File: src/rtl/core/xfd_pkg.sv
// ----------------------------------------------------------------------------
// xfd_pkg
// Shared types and constants for the two-channel crossfade controller.
// ----------------------------------------------------------------------------
package xfd_pkg;

    localparam int LEVEL_W = 12;
    localparam int STEP_W  = 12;
    localparam int TRACK_W = 16;

    // full scale: 100 % in 1/30 steps
    localparam logic [LEVEL_W-1:0] FULL_LEVEL = LEVEL_W'(3000);

    typedef enum logic [1:0] {
        OP_TICK  = 2'd0,
        OP_PLAY  = 2'd1,
        OP_STOP  = 2'd2,
        OP_LIMIT = 2'd3
    } t_op;

    typedef enum logic [1:0] {
        MODE_IDLE = 2'd0,
        MODE_IN   = 2'd1,
        MODE_OUT  = 2'd2
    } t_mode;

    typedef enum logic [1:0] {
        START_NONE = 2'd0,
        START_A    = 2'd1,
        START_B    = 2'd2
    } t_start;

    // ramp step result for one channel
    typedef struct packed {
        logic [LEVEL_W-1:0] level;
        logic               done;
    } t_ramp;

endpackage

File: src/rtl/core/xfd_chan_ramp.sv
// ----------------------------------------------------------------------------
// xfd_chan_ramp
// One channel's level ramp for a tick: up to the limit, down to zero, or hold.
// ----------------------------------------------------------------------------
module xfd_chan_ramp
    import xfd_pkg::*;
(
    input  logic [LEVEL_W-1:0] i_level,
    input  t_mode              i_mode,
    input  logic [STEP_W-1:0]  i_steps,
    input  logic [LEVEL_W-1:0] i_limit,
    output t_ramp              o_ramp
);

    logic [LEVEL_W:0] sum;

    assign sum = {1'b0, i_level} + {1'b0, i_steps};

    always_comb begin
        case (i_mode)
            MODE_IN: begin
                o_ramp.level = (sum > {1'b0, i_limit}) ? i_limit : sum[LEVEL_W-1:0];
                o_ramp.done  = (o_ramp.level == i_limit);
            end
            MODE_OUT: begin
                o_ramp.level = (i_level > i_steps) ? (i_level - i_steps) : '0;
                o_ramp.done  = (o_ramp.level == '0);
            end
            default: begin
                // idle: hold, capped at the limit
                o_ramp.level = (i_level > i_limit) ? i_limit : i_level;
                o_ramp.done  = 1'b1;
            end
        endcase
    end

endmodule

File: src/rtl/core/two_channel_crossfade_control_top.sv
// ----------------------------------------------------------------------------
// two_channel_crossfade_control_top
// Crossfade controller for two audio channels with tick, play, stop and
// volume-limit commands; one status beat per command beat.
// ----------------------------------------------------------------------------
// Usage: each accepted input beat is a command (tick, play, stop or limit
// change) and yields exactly one output beat with both channel levels
// (0..3000, 1/30 of a percent point), playing flags, ramp modes, the active
// channel and, for a play, the channel and track to load. The block takes one
// beat per cycle back to back unless the output stalls; a beat passes the
// input register, then the channel state and the result register update
// together. The output register parts the two sides, so a new beat is taken
// while a finished result waits, and input stall rises only when both the
// input register and a stalled result register are full. Reset (synchronous,
// active low) clears both levels, modes and playing flags and sets the limit
// to full scale.
// ----------------------------------------------------------------------------
module two_channel_crossfade_control_top
    import xfd_pkg::*;
(
    input  logic               i_clk,
    input  logic               i_rst_n,
    // command channel
    input  logic               i_valid,
    output logic               o_stall,
    input  logic [1:0]         i_op,
    input  logic [STEP_W-1:0]  i_elapsed_ms,
    input  logic [TRACK_W-1:0] i_track_id,
    input  logic [LEVEL_W-1:0] i_new_limit,
    input  logic               i_ended_a,
    input  logic               i_ended_b,
    // status channel
    output logic               o_valid,
    input  logic               i_stall,
    output logic [LEVEL_W-1:0] o_level_a,
    output logic [LEVEL_W-1:0] o_level_b,
    output logic               o_playing_a,
    output logic               o_playing_b,
    output logic [1:0]         o_fade_a,
    output logic [1:0]         o_fade_b,
    output logic               o_active_channel,
    output logic [1:0]         o_started_channel,
    output logic [TRACK_W-1:0] o_started_track
);

    // ---------------- handshake ----------------
    logic r_in_vld;
    logic r_out_vld;
    logic out_free;   // result register can take a beat this cycle
    logic fire;       // input register beat is processed this cycle
    logic in_take;

    assign out_free = !r_out_vld || !i_stall;
    assign fire     = r_in_vld && out_free;
    assign o_stall  = r_in_vld && !out_free;
    assign in_take  = i_valid && !o_stall;

    // ---------------- input register ----------------
    t_op                r_op;
    logic [STEP_W-1:0]  r_elapsed;
    logic [TRACK_W-1:0] r_track;
    logic [LEVEL_W-1:0] r_new_limit;
    logic               r_ended_a;
    logic               r_ended_b;

    always_ff @(posedge i_clk) begin
        if (!i_rst_n) begin
            r_in_vld <= 1'b0;
        end else if (in_take) begin
            r_in_vld <= 1'b1;
        end else if (fire) begin
            r_in_vld <= 1'b0;
        end
    end

    always_ff @(posedge i_clk) begin
        if (in_take) begin
            r_op        <= t_op'(i_op);
            r_elapsed   <= i_elapsed_ms;
            r_track     <= i_track_id;
            r_new_limit <= i_new_limit;
            r_ended_a   <= i_ended_a;
            r_ended_b   <= i_ended_b;
        end
    end

    // ---------------- channel state ----------------
    logic [LEVEL_W-1:0] r_vol_a, r_vol_b, n_vol_a, n_vol_b;
    t_mode              r_mode_a, r_mode_b, n_mode_a, n_mode_b;
    logic               r_play_a, r_play_b, n_play_a, n_play_b;
    logic [LEVEL_W-1:0] r_limit, n_limit;

    t_ramp              ramp_a, ramp_b;
    logic [LEVEL_W-1:0] lim_sat;
    logic               on_a;
    t_start             n_started;
    logic [TRACK_W-1:0] n_started_trk;
    logic               n_active;
    logic               in_a, in_b;

    xfd_chan_ramp u_ramp_a (
        .i_level (r_vol_a),
        .i_mode  (r_mode_a),
        .i_steps (r_elapsed),
        .i_limit (r_limit),
        .o_ramp  (ramp_a)
    );

    xfd_chan_ramp u_ramp_b (
        .i_level (r_vol_b),
        .i_mode  (r_mode_b),
        .i_steps (r_elapsed),
        .i_limit (r_limit),
        .o_ramp  (ramp_b)
    );

    // limit above full scale saturates
    assign lim_sat = (r_new_limit > FULL_LEVEL) ? FULL_LEVEL : r_new_limit;

    // play target: a free channel first, else the quieter one (tie to B)
    assign on_a = !r_play_a || (r_play_b && (r_vol_a < r_vol_b));

    always_comb begin
        n_vol_a       = r_vol_a;
        n_vol_b       = r_vol_b;
        n_mode_a      = r_mode_a;
        n_mode_b      = r_mode_b;
        n_play_a      = r_play_a;
        n_play_b      = r_play_b;
        n_limit       = r_limit;
        n_started     = START_NONE;
        n_started_trk = '0;
        case (r_op)
            OP_TICK: begin
                // end-of-track flags apply before the ramp
                if (r_ended_a) n_play_a = 1'b0;
                if (r_ended_b) n_play_b = 1'b0;
                n_vol_a = ramp_a.level;
                n_vol_b = ramp_b.level;
                if (ramp_a.done && ramp_b.done) begin
                    if (r_mode_a == MODE_OUT) n_play_a = 1'b0;
                    if (r_mode_b == MODE_OUT) n_play_b = 1'b0;
                    n_mode_a = MODE_IDLE;
                    n_mode_b = MODE_IDLE;
                end
            end
            OP_PLAY: begin
                if (on_a) begin
                    n_vol_a   = '0;
                    n_play_a  = 1'b1;
                    n_mode_a  = MODE_IN;
                    n_mode_b  = MODE_OUT;
                    n_started = START_A;
                end else begin
                    n_vol_b   = '0;
                    n_play_b  = 1'b1;
                    n_mode_b  = MODE_IN;
                    n_mode_a  = MODE_OUT;
                    n_started = START_B;
                end
                n_started_trk = r_track;
            end
            OP_STOP: begin
                if (r_play_a) n_mode_a = MODE_OUT;
                if (r_play_b) n_mode_b = MODE_OUT;
            end
            default: begin
                // limit change: cap levels, idle channels start a fade-in
                n_limit = lim_sat;
                if (r_vol_a > lim_sat) n_vol_a = lim_sat;
                if (r_vol_b > lim_sat) n_vol_b = lim_sat;
                if (r_mode_a == MODE_IDLE) n_mode_a = MODE_IN;
                if (r_mode_b == MODE_IDLE) n_mode_b = MODE_IN;
            end
        endcase
    end

    // active channel from the state after the beat
    assign in_a = (n_mode_a == MODE_IN);
    assign in_b = (n_mode_b == MODE_IN);

    always_comb begin
        if (n_play_a && n_play_b) begin
            if (in_a && in_b) begin
                n_active = !(n_vol_a > n_vol_b);
            end else begin
                n_active = !in_a && in_b;
            end
        end else begin
            // only B playing selects B; none or only A selects A
            n_active = !n_play_a && n_play_b;
        end
    end

    always_ff @(posedge i_clk) begin
        if (!i_rst_n) begin
            r_vol_a  <= '0;
            r_vol_b  <= '0;
            r_mode_a <= MODE_IDLE;
            r_mode_b <= MODE_IDLE;
            r_play_a <= 1'b0;
            r_play_b <= 1'b0;
            r_limit  <= FULL_LEVEL;
        end else if (fire) begin
            r_vol_a  <= n_vol_a;
            r_vol_b  <= n_vol_b;
            r_mode_a <= n_mode_a;
            r_mode_b <= n_mode_b;
            r_play_a <= n_play_a;
            r_play_b <= n_play_b;
            r_limit  <= n_limit;
        end
    end

    // ---------------- result register ----------------
    logic               r_active;
    t_start             r_started;
    logic [TRACK_W-1:0] r_started_trk;

    always_ff @(posedge i_clk) begin
        if (!i_rst_n) begin
            r_out_vld <= 1'b0;
        end else if (out_free) begin
            r_out_vld <= r_in_vld;
        end
    end

    always_ff @(posedge i_clk) begin
        if (fire) begin
            r_active      <= n_active;
            r_started     <= n_started;
            r_started_trk <= n_started_trk;
        end
    end

    // channel state registers double as the level/flag/mode outputs:
    // they change only when a new result is loaded
    assign o_valid           = r_out_vld;
    assign o_level_a         = r_vol_a;
    assign o_level_b         = r_vol_b;
    assign o_playing_a       = r_play_a;
    assign o_playing_b       = r_play_b;
    assign o_fade_a          = r_mode_a;
    assign o_fade_b          = r_mode_b;
    assign o_active_channel  = r_active;
    assign o_started_channel = r_started;
    assign o_started_track   = r_started_trk;

    // ---------------- assertions ----------------
    a_level_a_capped: assert property (@(posedge i_clk) disable iff (!i_rst_n)
        r_vol_a <= r_limit)
        else $error("level A above volume limit");

    a_level_b_capped: assert property (@(posedge i_clk) disable iff (!i_rst_n)
        r_vol_b <= r_limit)
        else $error("level B above volume limit");

    a_limit_full_scale: assert property (@(posedge i_clk) disable iff (!i_rst_n)
        r_limit <= FULL_LEVEL)
        else $error("volume limit above full scale");

    a_start_a_fades_in: assert property (@(posedge i_clk) disable iff (!i_rst_n)
        (r_out_vld && r_started == START_A) |->
            (r_play_a && r_mode_a == MODE_IN && r_mode_b == MODE_OUT))
        else $error("started channel A not fading in");

    a_start_b_fades_in: assert property (@(posedge i_clk) disable iff (!i_rst_n)
        (r_out_vld && r_started == START_B) |->
            (r_play_b && r_mode_b == MODE_IN && r_mode_a == MODE_OUT))
        else $error("started channel B not fading in");

    a_stall_needs_beat: assert property (@(posedge i_clk) disable iff (!i_rst_n)
        o_stall |-> (r_in_vld && r_out_vld && i_stall))
        else $error("input stalled without a held beat");

endmodule
File: config.mk
export PLATFORM = sky130hd
export DESIGN_NAME = two_channel_crossfade_control_top
export DESIGN_NICKNAME = d
export VERILOG_FILES = /design/src/rtl/core/xfd_pkg.sv /design/src/rtl/core/xfd_chan_ramp.sv /design/src/rtl/core/two_channel_crossfade_control_top.sv
export SDC_FILE = /design/constraint.sdc
export NUM_CORES = 1
export LEC_CHECK = 0
export BUFFER_PORTS_ARGS = -buffer_cell sky130_fd_sc_hd__buf_2
export CAP_MARGIN = 20
export CORE_MARGIN = 2
export CORE_UTILIZATION = 50
export CTS_CLUSTER_SIZE = 14
export DETAILED_ROUTE_END_ITERATION = 10
export PLACE_DENSITY = 0.66
export SLEW_MARGIN = 5
export SYNTH_ARGS = -nofsm -noshare
export SYNTH_HDL_FRONTEND = slang
export SYNTH_SLANG_ARGS = --single-unit
export TNS_END_PERCENT = 100
File: constraint.sdc
create_clock -name i_clk -period 10.3 [get_ports i_clk]
set_clock_uncertainty 0.05 [all_clocks]
set_input_delay 2.06 -clock i_clk [delete_from_list [all_inputs] [get_ports i_clk]]
set_output_delay 2.06 -clock i_clk [all_outputs]
set_load 0.01 [all_outputs]
**Word level (Yosys, flattened, before mapping)**

Cells that the tools add are included.

- Bits in registers: 107
- Output and inout bits: 51

- $add $sub $neg: 4
- Order comparisons: 11
- Equal/unequal tests: 10
- Muxes and demuxes: 39
- Bitwise operators: 1
- Reduce and logical (&&, ||, !) cells: 27

Operator list:

| kind | count |
|---|---|
| $mux 12 | 11 |
| $gt 12x12->1 | 7 |
| $pmux 12 s3 | 2 |
| $pmux 13 s2 | 2 |
| $add 12x12->13 | 2 |
| $gt 13x12->1 | 2 |
| $eq 12x12->1 | 2 |
| $logic_not 12->1 | 2 |
| $sub 12x12->12 | 2 |
| $mux 2 | 8 |
| $gt 12x12->1 const B | 1 |
| $lt 12x12->1 | 1 |
| $mux 1 | 12 |
| $pmux 2 s3 | 2 |
| $eq 2x1->1 const B | 5 |
| $logic_and 1x1->1 | 9 |
| $logic_not 1->1 | 8 |
| $eq 2x2->1 const B | 3 |
| $logic_not 2->1 | 3 |
| $pmux 1 s2 | 2 |
| $reduce_or 3->1 | 1 |
| $logic_or 1x1->1 | 2 |
| $reduce_and 2->1 | 1 |
| $reduce_bool 2->1 | 1 |
| $not 1->1 | 1 |

**Depth between registers and ports, before layout**

Gate-level depths: netlist of the first run.

- Depth in word-level cells: 13
- Depth in mapped cells: 31

**Cells and area by module**

Synthesis of the first run repeated with hierarchy kept, for this count alone.

- Cells, all modules: 1,276
- Area, all modules: 11,162.0 um^2

By module, submodules not included:

| module | instances | cells each | area each (um^2) |
|---|---|---|---|
| two_channel_crossfade_control_top | 1 | 545 | 5,731.7 |
| xfd_chan_ramp (u_ramp_a) | 1 | 371 | 2,772.7 |
| xfd_chan_ramp (u_ramp_b) | 1 | 360 | 2,657.5 |

**Worst setup path before layout of the first run**

No wires, ideal clock.

- Path type: flip-flop to flip-flop
- From: reg r_vol_b[1], in the netlist o_level_b[1]
- To: reg r_active, in the netlist o_active_channel (data pin)
- Arrival: 5.966 ns
- Required time: 10.093 ns
- Path slack: 4.127 ns
- Cell stages (with the launch flop): 30
- Path buffers: 1
- Period minus slack after synthesis: 6.173 ns
- Path through: dfxtp_1 > inv_1 > fa_1 > or2_2 > a2111oi_0 > and3b_1 > buf_2 > mux2i_1 > nand3_1 > ha_1 > a21o_1 > a21oi_1 > o211ai_1 > o21ai_0 > o211ai_4 > mux2_2 > a221oi_1 > a211oi_1 > a221oi_1 > ha_1 > a21o_1 > a211oi_1 > nor2_1 > nor3_1 > nor2_1 > o21ai_0 > a21oi_1 > a211oi_1 > nand3_1 > a32oi_1

- Longest elaborated chain between the ends: 13
- Elaborated cells between the ends (all ways): 45
- Classes of those cells: add/sub: 2; order compare: 6; eq/ne: 3; mux: 23; reduce/logical: 11

Ends and longest elaborated chain:

| what | RTL line | text |
|---|---|---|
| start: declaration | two_channel_crossfade_control_top.sv:88 | `logic [LEVEL_W-1:0] r_vol_a, r_vol_b, n_vol_a, n_vol_b;` |
| start signal: assignment | two_channel_crossfade_control_top.sv:206 | `r_vol_b <= n_vol_b;` |
| $add 12x12->13 | xfd_chan_ramp.sv:17 | `assign sum = {1'b0, i_level} + {1'b0, i_steps};` |
| $gt 13x12->1 | xfd_chan_ramp.sv:22 | `o_ramp.level = (sum > {1'b0, i_limit}) ? i_limit : sum[LEVEL_W-1:0];` |
| $mux 12 | xfd_chan_ramp.sv:22 |  |
| $eq 12x12->1 | xfd_chan_ramp.sv:23 | `o_ramp.done = (o_ramp.level == i_limit);` |
| $pmux 13 s2 | xfd_chan_ramp.sv:20 | `case (i_mode)` |
| $logic_and 1x1->1 | two_channel_crossfade_control_top.sv:140 | `if (ramp_a.done && ramp_b.done) begin` |
| $mux 2 | two_channel_crossfade_control_top.sv:140 |  |
| $pmux 2 s3 | two_channel_crossfade_control_top.sv:133 | `case (r_op)` |
| $eq 2x1->1 | two_channel_crossfade_control_top.sv:179 | `assign in_a = (n_mode_a == MODE_IN);` |
| $logic_not 1->1 | two_channel_crossfade_control_top.sv:187 | `n_active = !in_a && in_b;` |
| $logic_and 1x1->1 | two_channel_crossfade_control_top.sv:187 |  |
| $mux 1 | two_channel_crossfade_control_top.sv:184 | `if (in_a && in_b) begin` |
| $mux 1 * | two_channel_crossfade_control_top.sv:183 | `if (n_play_a && n_play_b) begin` |
| via n_active | two_channel_crossfade_control_top.sv:98 | `logic n_active;` |
| end signal: assignment | two_channel_crossfade_control_top.sv:230 | `r_active <= n_active;` |
| end: declaration | two_channel_crossfade_control_top.sv:216 | `logic r_active;` |

The timed path passes the listed nets; every way through them passes the cells marked *.
A chain may end at the register's enable or synchronous reset.

**Worst setup path in the final report of the first run**

Ends and elaborated chain as after synthesis.

==> results of run 1 <==
==> final timing paths <==
kind | from | to | cells past startpoint
min | r_track[3] | o_started_track[3] | 1
max reg2reg | o_level_b[1] | o_active_channel | 28
min reg2reg | r_track[3] | o_started_track[3] | 1
max | o_level_b[1] | o_active_channel | 28
==> metrics by stage <==
step	power [mW]	worst slack, ns	cells	util, %
6_report	1.50	3.10	1576	55.8
5_1_grt	1.57	2.67	1576	55.8
4_1_cts	1.49	3.23	1576	55.8
3_5_place_dp	1.08	3.28	1560	54.2
3_3_place_gp	1.08	3.43	1560	54.2
2_1_floorplan	0.922	4.13	1241	-
==> cell usage after synthesis, types with 8 or more instances <==
cell                         n
sky130_fd_sc_hd__nor3_1     25
sky130_fd_sc_hd__a31oi_1    16
sky130_fd_sc_hd__ha_1      149
sky130_fd_sc_hd__inv_1      87
sky130_fd_sc_hd__dfxtp_1    44
sky130_fd_sc_hd__o21a_1     15
sky130_fd_sc_hd__or3_1      10
sky130_fd_sc_hd__nand4_1    20
sky130_fd_sc_hd__nand3_1    39
sky130_fd_sc_hd__o21ba_2     8
sky130_fd_sc_hd__or2_2       9
sky130_fd_sc_hd__o21ai_0    63
sky130_fd_sc_hd__clkbuf_1   48
sky130_fd_sc_hd__edfxtp_1   63
sky130_fd_sc_hd__a21oi_1    72
sky130_fd_sc_hd__mux2i_1    23
sky130_fd_sc_hd__xnor2_1    38
sky130_fd_sc_hd__a21o_1     20
sky130_fd_sc_hd__o211ai_1   19
sky130_fd_sc_hd__xor2_1      9
sky130_fd_sc_hd__o31ai_1     8
sky130_fd_sc_hd__nand2_1    83
sky130_fd_sc_hd__and2_1     25
sky130_fd_sc_hd__nand2b_1   13
sky130_fd_sc_hd__nor2_1     58
sky130_fd_sc_hd__buf_2      16
sky130_fd_sc_hd__o22ai_1     8
sky130_fd_sc_hd__a221oi_1   20
sky130_fd_sc_hd__a211oi_1   31
sky130_fd_sc_hd__mux2_2     13
sky130_fd_sc_hd__nor2b_1    30
sky130_fd_sc_hd__nor4_1     11
==> layout make-up <==
| class | instances | area (um2) |
|---|---|---|
| clock buffers | 10 | 229 |
| clock inverters | 6 | 105 |
| fillers | 1965 | 9350 |
| inverters | 91 | 342 |
| multi-input cells | 973 | 7400 |
| flip-flops and latches | 107 | 2770 |
| well taps | 275 | 344 |
| repair buffers | 114 | 611 |
==> worst max-delay path, delay by kind of cell, from the launching register on <==
| kind | cells | cell delay [ns] |
|---|---|---|
| flops | 1 | 0.61 |
| compound gates | 15 | 3.26 |
| buf+inv | 1 | 0.16 |
| fa+ha+maj | 3 | 1.20 |
| simple gates | 7 | 1.22 |
| mux | 2 | 0.53 |
==> layer usage <==
metal / share of wire, % / wire (um) / vias to the layer above
li1: - / - / 4784
met1: 42 / 15900 / 4907
met2: 44 / 16700 / 544
met3: 9.7 / 3690 / 139
met4: 4.7 / 1780 / 2
met5: 0.029 / 11 / -
==> power by group <==
group | internal (mW) | switching [mW]
sequential | 0.478 | 0.0355
combinational | 0.227 | 0.348
clock | 0.219 | 0.188
total | 0.925 | 0.571
==> registers in the layout, summed over array words and instances (netlist names) <==
register / count
o_active_channel: 1
o_fade_a: 2
o_fade_b: 2
o_level_a: 12
o_level_b: 12
o_playing_a: 1
o_playing_b: 1
o_started_channel: 2
o_started_track: 16
o_valid: 1
r_elapsed: 12
r_ended_a: 1
r_ended_b: 1
r_in_vld: 1
r_limit: 12
r_new_limit: 12
r_op: 2
r_track: 16
==> cells by family (layout without fill, tap and decap cells) <==
logic type / Yosys count / count (layout) / synth area share, %
AOI/OAI and AO/OA: 381 / 381 / 25.8
and+or+nand+nor: 354 / 354 / 17.0
DFF: 107 / 107 / 25.6
buffers and inverters: 161 / 221 / 6.04
adders and majority gates: 153 / 153 / 18.0
muxes: 37 / 37 / 3.59
xor gates and xnor gates: 48 / 48 / 4.01
==> summary.txt, run 1 <==
Synth
  • Net count of the mapped netlist: 1442
  • Area fraction of the dominant cell type after synthesis: between 10% and 20%
  • Sequential-to-total area share from yosys stat: between 20% and 30%
  • Syn Std Cell Area: approximately 11000 um2
  • Cell types occupying the most area after synthesis: sky130_fd_sc_hd__edfxtp_1 17%, sky130_fd_sc_hd__ha_1 17%, sky130_fd_sc_hd__dfxtp_1 8.1%
  • Largest area contributor in the synthesized netlist: sky130_fd_sc_hd__edfxtp_1
  • Proportion of synthesized flip-flops having asynchronous set or reset: 0%
  • Number of instances in the synthesized netlist: ~1200
  • Total of flip-flops plus latches after synthesis: 107
  • Warning count from the yosys run: 0
  • Count of unique library cells instantiated by Yosys: slightly above 90
  • EDFF count, synth: 63
  • Predominant post-synthesis flop cell: sky130_fd_sc_hd__edfxtp_1
  • Mean Syn Cell Area: just under 9 um2

STA
  • Number of endpoints with negative hold slack in the final report: 0
  • Max Transition Viols Final: 0
  • Worst slew margin relative to its limit: 24.5%
  • Worst-margin pin slew: 1.13 ns
  • Unrepaired setup endpoints after global routing: false
  • Final period util: a little over two thirds
  • TNS Setup: 0 ns
  • Fmax: roughly 140 MHz
  • Hold_ws: around 0.47 ns
  • Final setup violating endpoints: 0
  • Shortest period the worst path allows: approximately 7.2 ns

Clock tree
  • Buffer count from post-CTS setup fixing: 0
  • TritonCTS clock tree: built
  • Number of gates given a new drive strength after cts: 0
  • Quantity of hold-fixing buffers added after cts: 0
  • Maximum clock insertion buffer count: 2
  • Root Buffer Master: sky130_fd_sc_hd__clkbuf_16
  • Num Clock Sinks: 107
  • Num CTS Buffers: 9
  • Clock-pin slew on the worst setup and hold paths: ~0.080 ns
  • CTS H-tree lvls: 3
  • Clock latency reported for the late side of the worst-skew pair: approximately 0.37 ns

Drt
  • Number of nets with antenna violations after detailed routing: 0
  • Count of routing violations after the opening detailed-route iteration: approximately 1200
  • Number of vias after detailed routing: a little over 10000
  • Number of DRC violations after detailed routing: 0
  • Avg Vias per Cell: between 6 and 7
  • Drt first pass iters: 6
  • Routed wire per std cell: 24.1 um
  • Routed Wire Length: about 38 mm

Place
  • Number of I/O port buffers: 98
  • Area after DPL: about 11000 um2
  • Final RePlAce weighted congestion: roughly 1.0
  • HPWL reported at the end of detailed placement: between 20 and 30 mm

Setup path
  • Required time reported for the critical path endpoint: ~10 ns
  • Arrival @ worst endpoint: roughly 7.4 ns
  • Worst setup SP type: flip-flop
  • Setup slack on the worst flop-to-flop path: 3.10 ns
  • Kind of end point of the critical path: flip-flop
  • Maximum fanout encountered on the critical timing path: 15
  • CP dominant cell by count: sky130_fd_sc_hd__a211oi_1
  • Slowest cell on crit path: sky130_fd_sc_hd__dfxtp_1
  • Slowest cell delay on critical path: roughly 0.61 ns
  • Critical path type: reg -> reg

Floorplan
  • Chip Height: ~150 um
  • Number of top-level pins: 99
  • Initial Utilization: 51.1%
  • Full die area: between 20000 and 25000 um2
  • Total core area: 21200 um2
  • Number of standard-cell rows in the floorplan: 53
  • Die outline width: ~150 um

Finish
  • Fraction of layout instances using a drive strength above 1: between 10 and 15%
  • Area Growth Syn to Fin: 9.16%
  • Antenna cell count: 0
  • Most frequent standard cell in the layout excluding fill and tap cells: sky130_fd_sc_hd__ha_1
  • Final #Nets: between 1000 and 1500
  • Post-layout instance area: between 10000 and 15000 um2
  • Top library cells by usage in the layout, fill and taps aside: 149 x sky130_fd_sc_hd__ha_1, 98 x sky130_fd_sc_hd__buf_2, 86 x sky130_fd_sc_hd__inv_1

GRT
  • Met1 Usage GRT: around 44%
  • Global routing usage on met3: under 10%
  • Maximum number of pins on one net before global-route repair: 67
  • Gr usage total: between 30% and 40%
  • Number of antenna violations at the first check in global routing: 1
  • Most used routing layer: met2
  • Overflow after GRT: 0
  • First-pass GRT wire length: approximately 57 mm
  • Global Route met2 Usage: between 50% and 60%
  • Number of global-route vias before repair: between 9000 and 10000

Power
  • Max IR drop VDD: between 0.07 and 0.08 mV
  • Pwr/cell area: ~130 nW/um2
  • Leakage power: between 5 and 6 nW

Worst hold path
  • Path class of the lowest-slack min-delay path: reg -> reg

Status
  • Status: completed

Run
  • Maximum Capacitance Violations: 0
(Power assumes the default switching activity.)
==> inputs of run 2 (changes only) <==
ABC_AREA = 1   (was not set)
PLACE_DENSITY = 0.69   (was 0.66)
clock period = 5.8 ns   (was 10.3 ns; I/O delays follow)
==> run 2 against run 1 <==
Die area up 0.34%. Non-clock buffer count grew 48. Setup slack lost 2.7 ns. Final area increased by 4.0%. Combinational power rose by 120%. Worst hold slack worse by 0.0076 ns. Highest routed layer is now met4. Area after synthesis is 0.35% higher. Fmax increased by 32%. Via count is 13% higher. First-iteration DRC count grew 21%.
==> summary.txt, run 2 <==
Floorplan
  • Chip Height: 151 um
  • Initial Utilization: 51.3%
  • Full die area: 22900 um2
  • Die outline width: approximately 150 um
  • Total core area: 21200 um2
  • Number of top-level pins: 99
  • Number of standard-cell rows in the floorplan: between 50 and 60

Worst hold path
  • Worst-case hold path end point: o_valid
  • Hold Crit Start: o_valid
  • Worst Hold Depth: 2
  • Path class of the lowest-slack min-delay path: reg -> reg

Synth
  • Syn Std Cell Area: 10900 um2
  • Sequential-to-total area share from yosys stat: around a quarter
  • Predominant post-synthesis flop cell: sky130_fd_sc_hd__edfxtp_1
  • Area fraction of the dominant cell type after synthesis: between 10% and 20%
  • Net count of the mapped netlist: approximately 1800
  • Largest area contributor in the synthesized netlist: sky130_fd_sc_hd__edfxtp_1
  • Most repeated cell in the gate-level netlist after synthesis: sky130_fd_sc_hd__nand2_1
  • Synth cell count leaders: 304 x sky130_fd_sc_hd__nand2_1, 219 x sky130_fd_sc_hd__inv_1, 149 x sky130_fd_sc_hd__ha_1, 129 x sky130_fd_sc_hd__a21oi_1, 128 x sky130_fd_sc_hd__nand3_1
  • Count of unique library cells instantiated by Yosys: 51
  • Warning count from the yosys run: 0
  • Number of instances in the synthesized netlist: approximately 1600
  • Total of flip-flops plus latches after synthesis: about 110
  • Mean Syn Cell Area: between 6 and 7 um2
  • EDFF count, synth: 63
  • Cell types occupying the most area after synthesis: sky130_fd_sc_hd__edfxtp_1 17%, sky130_fd_sc_hd__ha_1 17%, sky130_fd_sc_hd__nand2_1 11%
  • Proportion of synthesized flip-flops having asynchronous set or reset: 0%

GRT
  • Gr usage total: 38.0%
  • Overflow after GRT: 0
  • First-pass GRT wire length: 63.5 mm
  • Maximum number of pins on one net before global-route repair: 52
  • Number of antenna violations at the first check in global routing: 0
  • Number of global-route vias before repair: approximately 11000

STA
  • Max Transition Viols Final: 0
  • Worst slew margin relative to its limit: 24.6%
  • Number of endpoints with negative hold slack in the final report: 0
  • Shortest period the worst path allows: about 5.4 ns
  • Hold_ws: 0.459 ns
  • Final setup violating endpoints: 0
  • Worst-margin pin slew: between 1 and 1.5 ns
  • Final worst setup slack: roughly 0.36 ns
  • Final period util: a little over nine tenths
  • Fmax: between 150 and 200 MHz

Setup path
  • Slowest cell delay on critical path: roughly 0.48 ns
  • Worst flop-to-flop path startpoint: r_elapsed[3]
  • Reg2reg path depth: 30
  • Kind of end point of the critical path: flip-flop
  • Slowest cell on crit path: sky130_fd_sc_hd__edfxtp_1
  • Critical path type: reg -> reg
  • Kind of cell adding the most delay to the critical path: simple AND/OR/NAND/NOR gates
  • Required time reported for the critical path endpoint: just under 6 ns
  • Worst path bufs/invs: 3
  • CP dominant cell by count: sky130_fd_sc_hd__nand2_1
  • RR Endpoint: o_active_channel
  • Arrival @ worst endpoint: around 5.5 ns
  • Setup slack on the worst flop-to-flop path: roughly 0.36 ns
  • Maximum fanout encountered on the critical timing path: 20
  • Worst setup SP type: flip-flop

Clock tree
  • Maximum clock insertion buffer count: 2
  • Num CTS Buffers: 9
  • Clock latency reported for the late side of the worst-skew pair: approximately 0.38 ns
  • CTS H-tree lvls: 3
  • Clock-pin slew on the worst setup and hold paths: 0.10 ns
  • Root Buffer Master: sky130_fd_sc_hd__clkbuf_16
  • Quantity of hold-fixing buffers added after cts: 0
  • TritonCTS clock tree: built
  • Num Clock Sinks: roughly 110

Power
  • Pwr/cell area: approximately 230 nW/um2
  • Leakage power: roughly 6.3 nW
  • Max IR drop VDD: around 0.15 mV

Place
  • Worst-case setup slack after placement: roughly 0.24 ns
  • HPWL reported at the end of detailed placement: between 30 and 40 mm
  • Final RePlAce weighted congestion: between 1 and 1.5
  • Number of I/O port buffers: slightly below 100

Run
  • Maximum Capacitance Violations: 0

Finish
  • Top library cells by usage in the layout, fill and taps aside: 303 x sky130_fd_sc_hd__nand2_1, 217 x sky130_fd_sc_hd__inv_1, 147 x sky130_fd_sc_hd__ha_1
  • Area Growth Syn to Fin: 13.2%
  • Fraction of layout instances using a drive strength above 1: between 10% and 20%
  • Final #Nets: ~1900
  • Antenna cell count: 0
  • Most frequent standard cell in the layout excluding fill and tap cells: sky130_fd_sc_hd__nand2_1

Drt
  • Number of nets with antenna violations after detailed routing: 0
  • Number of DRC violations after detailed routing: 0
  • Count of routing violations after the opening detailed-route iteration: approximately 1400
  • Avg Vias per Cell: 6.00
  • Number of vias after detailed routing: around 12000
  • Routed Wire Length: between 40 and 50 mm
  • Drt first pass iters: 7
  • Routed wire per std cell: about 22 um

Status
  • Status: completed
## run 2: cell types whose count changed after synthesis, moves of 40 or more
cell and delta:
sky130_fd_sc_hd__nand2_1 +221, sky130_fd_sc_hd__nand3_1 +89, sky130_fd_sc_hd__nor2_1 +68, sky130_fd_sc_hd__inv_1 +132, sky130_fd_sc_hd__o211ai_1 +40, sky130_fd_sc_hd__a21oi_1 +57
## run 2: power by group
part | switching [mW] | internal [mW]
clock | 0.351 | 0.312
sequential | 0.0364 | 0.851
combinational | 0.859 | 0.415
total | 1.25 | 1.58
## run 2: through the flow
| stage | total power, mW | util (%) | instances | instance area (um2) | TNS, ns |
|---|---|---|---|---|---|
| after CTS | 2.78 | 57.5 | 1941 | 12200 | 0 |
| after floorplan | 1.73 | - | 1552 | 10900 | 0 |
| final | 2.82 | 58.1 | 1950 | 12300 | 0 |
| after global routing | 2.99 | 58.1 | 1950 | 12300 | -0.0429 |
| after detailed placement | 2.12 | 56.1 | 1925 | 11900 | 0 |
| after global placement | 2.11 | 56.1 | 1925 | 11900 | 0 |
## run 2: area by class of cell
class / instances / area [um2]
fillers: 2062 / 8870
multi-input cells: 1157 / 6990
flip-flops and latches: 107 / 2770
repair buffers: 162 / 983
inverters: 233 / 878
well taps: 275 / 344
clock buffers: 9 / 225
clock inverters: 7 / 83.8
## run 2: repair_timing
action	CTS	global route
hold endpoints to repair	0	0
resized for setup	0	10
setup endpoints to repair	0	1
buffers inserted	0	9
## run 2: logic make-up (layout without fill, tap and decap cells)
logic type      after synthesis  after routing  synth area share (%)
buf+inv                     288            411                  10.5
simple gates                632            632                  25.2
xor+xnor                     21             21                  1.69
fa+ha+maj                   153            153                  17.9
compound gates              351            351                  19.1
flops                       107            107                  25.6
## run 2: how the worst max path moves through the flow
stage	from	to	slack, ns	cells after the start
after global placement	r_elapsed[1]	o_active_channel	0.27	30
after detailed placement	r_elapsed[1]	o_active_channel	0.24	31
final	r_elapsed[3]	o_active_channel	0.36	30
after global routing	r_elapsed[1]	o_active_channel	-0.04	37
after CTS	r_elapsed[1]	o_active_channel	0.22	31
after floorplan	o_level_b[1]	o_active_channel	0.86	33
## run 2: metal layers
metal	global-route usage (%)	wire, um	share of wire [%]	up-vias
li1	-	-	-	5519
met1	50.6	17500	40	5296
met2	55.9	17900	42	710
met3	9.91	5070	12	168
met4	21.0	2710	6.3	0
met5	0	0	0	-
## run 2: worst register-to-register path: cells and delay by family (launching register included)
kind            cells  cell delay, ns
simple gates       16            2.07
compound gates      8            1.19
fa+ha+maj           3            1.05
flops               1            0.48
buf+inv             3            0.41
